<file path="src/hw/rtl/spq_pkg.sv">
// Shared types, codes and helpers for the stable priority queue.
package spq_pkg;

    localparam int unsigned DEF_QUEUE_DEPTH = 16;
    localparam int unsigned DEF_ID_WIDTH    = 16;

    localparam int unsigned ACTION_W = 2;
    localparam int unsigned PID_W    = 16;
    localparam int unsigned PRIO_W   = 3;
    localparam int unsigned STATUS_W = 2;
    localparam int unsigned TAG_W    = 4;
    localparam int unsigned OCC_W    = 5;

    localparam logic [ACTION_W-1:0] ACT_INSERT = 2'd0;
    localparam logic [ACTION_W-1:0] ACT_POP    = 2'd1;

    localparam logic [STATUS_W-1:0] ST_OK    = 2'd0;
    localparam logic [STATUS_W-1:0] ST_EMPTY = 2'd1;
    localparam logic [STATUS_W-1:0] ST_FULL  = 2'd2;

    localparam logic [PRIO_W-1:0] MAX_PRIORITY = 3'd4;

    typedef struct packed {
        logic [ACTION_W-1:0] action;
        logic [PID_W-1:0]    process_id;
        logic [PRIO_W-1:0]   priority_req;
    } spq_req_t;

    typedef struct packed {
        logic [STATUS_W-1:0] status;
        logic [PID_W-1:0]    popped_id;
        logic [PRIO_W-1:0]   popped_priority;
        logic [TAG_W-1:0]    popped_tag;
        logic [OCC_W-1:0]    occupancy;
    } spq_rsp_t;

    // Priority and tag of one stored entry.
    typedef struct packed {
        logic [PRIO_W-1:0] prio;
        logic [TAG_W-1:0]  tag;
    } spq_meta_t;

    // Controls broadcast to every cell of the chain.
    typedef struct packed {
        logic              insert;
        logic              pop;
        logic [PRIO_W-1:0] prio;
    } spq_ctrl_t;

    function automatic logic [PRIO_W-1:0] sat_prio(input logic [PRIO_W-1:0] p);
        return (p > MAX_PRIORITY) ? MAX_PRIORITY : p;
    endfunction

endpackage

</file>
<file path="src/hw/rtl/spq_cell.sv">
// One slot of the sorted shift chain: holds an entry and takes from its neighbors.
module spq_cell import spq_pkg::*;
#(
    parameter int unsigned ID_WIDTH = DEF_ID_WIDTH
)
(
    input  logic                clk,
    input  spq_ctrl_t           ctrl,
    input  logic                occupied,
    input  logic                left_stays,
    input  logic [ID_WIDTH-1:0] left_id,
    input  spq_meta_t           left_meta,
    input  logic [ID_WIDTH-1:0] right_id,
    input  spq_meta_t           right_meta,
    input  logic [ID_WIDTH-1:0] new_id,
    input  spq_meta_t           new_meta,
    output logic                stays,
    output logic [ID_WIDTH-1:0] id,
    output spq_meta_t           meta
);

    logic [ID_WIDTH-1:0] id_reg;
    logic [ID_WIDTH-1:0] id_next;
    spq_meta_t           meta_reg;
    spq_meta_t           meta_next;

    // The held entry keeps its place when it ranks equal or above the new one.
    assign stays = occupied && (meta_reg.prio >= ctrl.prio);

    always_comb
    begin
        id_next   = id_reg;
        meta_next = meta_reg;
        if (ctrl.insert && !stays)
        begin
            if (left_stays)
            begin
                id_next   = new_id;
                meta_next = new_meta;
            end
            else
            begin
                id_next   = left_id;
                meta_next = left_meta;
            end
        end
        else if (ctrl.pop)
        begin
            id_next   = right_id;
            meta_next = right_meta;
        end
    end

    always_ff @(posedge clk)
    begin
        id_reg   <= id_next;
        meta_reg <= meta_next;
    end

    assign id   = id_reg;
    assign meta = meta_reg;

endmodule

</file>
<file path="config.mk">
export PLATFORM = sky130hd
export DESIGN_NAME = spq_cell
export DESIGN_NICKNAME = d
export VERILOG_FILES = /design/src/hw/rtl/spq_pkg.sv /design/src/hw/rtl/spq_cell.sv
export SDC_FILE = /design/constraint.sdc
export NUM_CORES = 1
export LEC_CHECK = 0
export ABC_AREA = 1
export CAP_MARGIN = 20
export CORE_UTILIZATION = 30
export CTS_CLUSTER_DIAMETER = 100
export DETAILED_ROUTE_END_ITERATION = 10
export DONT_BUFFER_PORTS = 1
export SKIP_CTS_REPAIR_TIMING = 1
export SLEW_MARGIN = 30
export SYNTH_ARGS = -nofsm -noshare
export SYNTH_HDL_FRONTEND = slang
export SYNTH_SLANG_ARGS = --single-unit
</file>
<file path="constraint.sdc">
create_clock -name clk -period 2.85 [get_ports clk]
set_clock_uncertainty 0.15 [all_clocks]
set_input_delay 0 -clock clk [delete_from_list [all_inputs] [get_ports clk]]
set_output_delay 0 -clock clk [all_outputs]
set_load 0.05 [all_outputs]
</file>
==> results.md <==
* Status: finished, final reports clean
* Worst-Margin Slew at between 0.5 and 0.6 ns
* Max Root-Sink Buffers at 2
* Fin crit period at between 2 and 3 ns
* Post-synth top area share at between 40% and 50%
* Area after DPL at 1490 sq um
* Yosys warning count at 0
* Final TNS setup at 0 ns
* Syn Area/Cell at 7.64 sq um
* DRC viols at 0
* Family with the most delay on the worst path: simple AND/OR/NAND/NOR gates
* MaxCap Viol Count at 0
* R2r setup slk at 0.30 ns
* Die X at 71.6 um
* Crit end category: flop
* WS Path Type: flop to flop
* Final HPWL from detailed placement at 2770 um
* Cells after synthesis at 190
* Mapped Nets at 270
* Top-count cell post-synth: nand2_1
* DRT iter0 DRCs at 135
* Routability cong. at 0.786
* CP max stage cell: dlygate4sd3_1
* Setup violations, final at 0
* CTS buffer count at 3
* Diodes inserted at 0
* DR WL/cell at about 14 um
* Max frequency at about 400 MHz
* CTS Sinks at 23
* Io pins at 101
* Reg clk slew, reported paths at 0.08 ns
* Top_reg_cell synth: edfxtp_1
* TritonCTS clock tree: done
* Syn-to-layout area delta at 37.5%
* Largest net degree at the start of global routing at 47
* Max-slew violations at 0
* Peak VDD IR at 0.000194 V
* Die Area at 5120 sq um
* Lkg Pwr at 0.980 nW
* Worst Path Arrival at 2.42 ns
* Initial core utilization at 32.2%
* Final-stage net count at roughly 310
* Critical path peak fanout at 25
* First-pass GRT wire length at 5110 um
* Final setup margin at 0.296 ns
* Post-synth top area cell: edfxtp_1
* Row count at 24
* Pre-antenna DRT Iters at 4
* Final period utilization at between 80 and 90%
* Final Instance Area at approximately 2000 sq um
* Root buf cell: clkbuf_8
* Max reg flops at 16
* RSZ-0062 raised after global routing: no
* GR Overflow Total at 0
* Total GRT Usage at 13.2%
* Final Hold Viols at 0
* DR vias at 1,396
* Worst EP required at roughly 2.7 ns
* Number of flops mapped to enable cells by yosys at 23
* Drt via density at around 4.9
* Sequential fraction of the synthesis area at 47.6%
* Largest stage delay on the critical path at 0.55 ns
* Worst skew pair latency at 0.26 ns
* Layout cells sized above 1 at 4.72%
* Floorplan core area at 4500 sq um
* Worst-path cell chain: ha_1 > a21oi_2 > nand2_2 > nand2_4 > nand2_4 > nand2_1 > nand2_1 > dlygate4sd3_1
* HP Class: input port to flop
* H-tree depth at 1
* Nature of the critical path startpoint: flop
* Async set-reset flop share out of synthesis at 0%
* #FFs+latches synth at 23
* Post-synth top cells: 73 x nand2_1, 30 x inv_1, 23 x edfxtp_1, 23 x nand3_1, 23 x o21ai_0
* Routed Antenna Nets at 0
* Initial antenna violation count at 0
* Top post-synthesis cells by area: edfxtp_1 48%, nand2_1 19%, nand3_1 7.9%
* Number of library cell types mapped by synthesis at 14
* Synthesized area at 1450 sq um
* Drt total wl at 3990 um
* Port Buffers at 0
* Post-placement setup slack at 0.415 ns
* Slew margin rel. at 66.3%
* Vias in the first global route at 1,001
* Die height at 71.6 um
* WP buf/inv at 1
* Cell Pwr Density at 530 nW/um^2
path summary, 6_finish.rpt:
check                         start               to  depth (start not counted)
setup / recovery  meta[6]$_DFFE_PP_  id[2]$_DFFE_PP_                          8
hold / removal              ctrl[3]  id[5]$_DFFE_PP_                          2
setup reg to reg  meta[6]$_DFFE_PP_  id[2]$_DFFE_PP_                          8
hold reg to reg   meta[6]$_DFFE_PP_  id[5]$_DFFE_PP_                          6
worst register-to-register path: cells and delay by family, from the launching register on:
| family | cells | cell delay (ns) |
|---|---|---|
| flops | 1 | 0.41 |
| simple gates | 5 | 0.73 |
| buf+inv | 1 | 0.55 |
| compound gates | 1 | 0.15 |
| fa+ha+maj | 1 | 0.32 |
layout by cell type, fill, tap and decap left out, drive strengths merged:
cell type    count
dlygate4sd3     46
ha               3
edfxtp          23
nand3           23
buf              4
nand2           76
inv             30
a21oi            1
o21ai           23
clkbuf           4
cell type report:
class                           count  area [sq um]
Inverter                           30           113
Timing Repair Buffer               50           503
Tap cell                           52          65.1
Multi-Input combinational cell    126           579
Fill cell                         437          2510
Clock buffer                        4          45.0
Sequential cell                    23           691
metal layers:
metal / wire length [um] / GRT usage, % / share of wire, % / vias to the layer above
li1: - / - / - / 689
met1: 1600 / 17.3 / 40 / 623
met2: 2020 / 21.1 / 51 / 73
met3: 266 / 2.67 / 6.7 / 11
met4: 104 / 6.32 / 2.6 / 0
met5: 0 / 0 / 0 / -
power by group:
part	internal (mW)	switching [mW]	total (mW)
Combinational	0.128	0.137	0.264
Sequential	0.436	0.160	0.596
Clock	0.0997	0.0988	0.198
Total	0.663	0.395	1.06
kinds of logic after synthesis:
group	share of synthesized area [%]
simple gates	28.8
buf+inv	12.5
fa+ha+maj	2.59
flops	47.6
compound gates	8.53
per-stage QoR:
step,power (mW),util (%),instances,hold slack (ns)
after global placement,0.778,33.1,235,0.0328
after floorplan,0.751,-,190,0.0286
after CTS,0.973,34.1,239,-0.238
after detailed placement,0.781,33.1,235,0.0341
after global routing,1.11,44.3,285,0.189
final,1.06,44.3,285,0.118
Note: power is estimated with default switching activity, not from simulation.
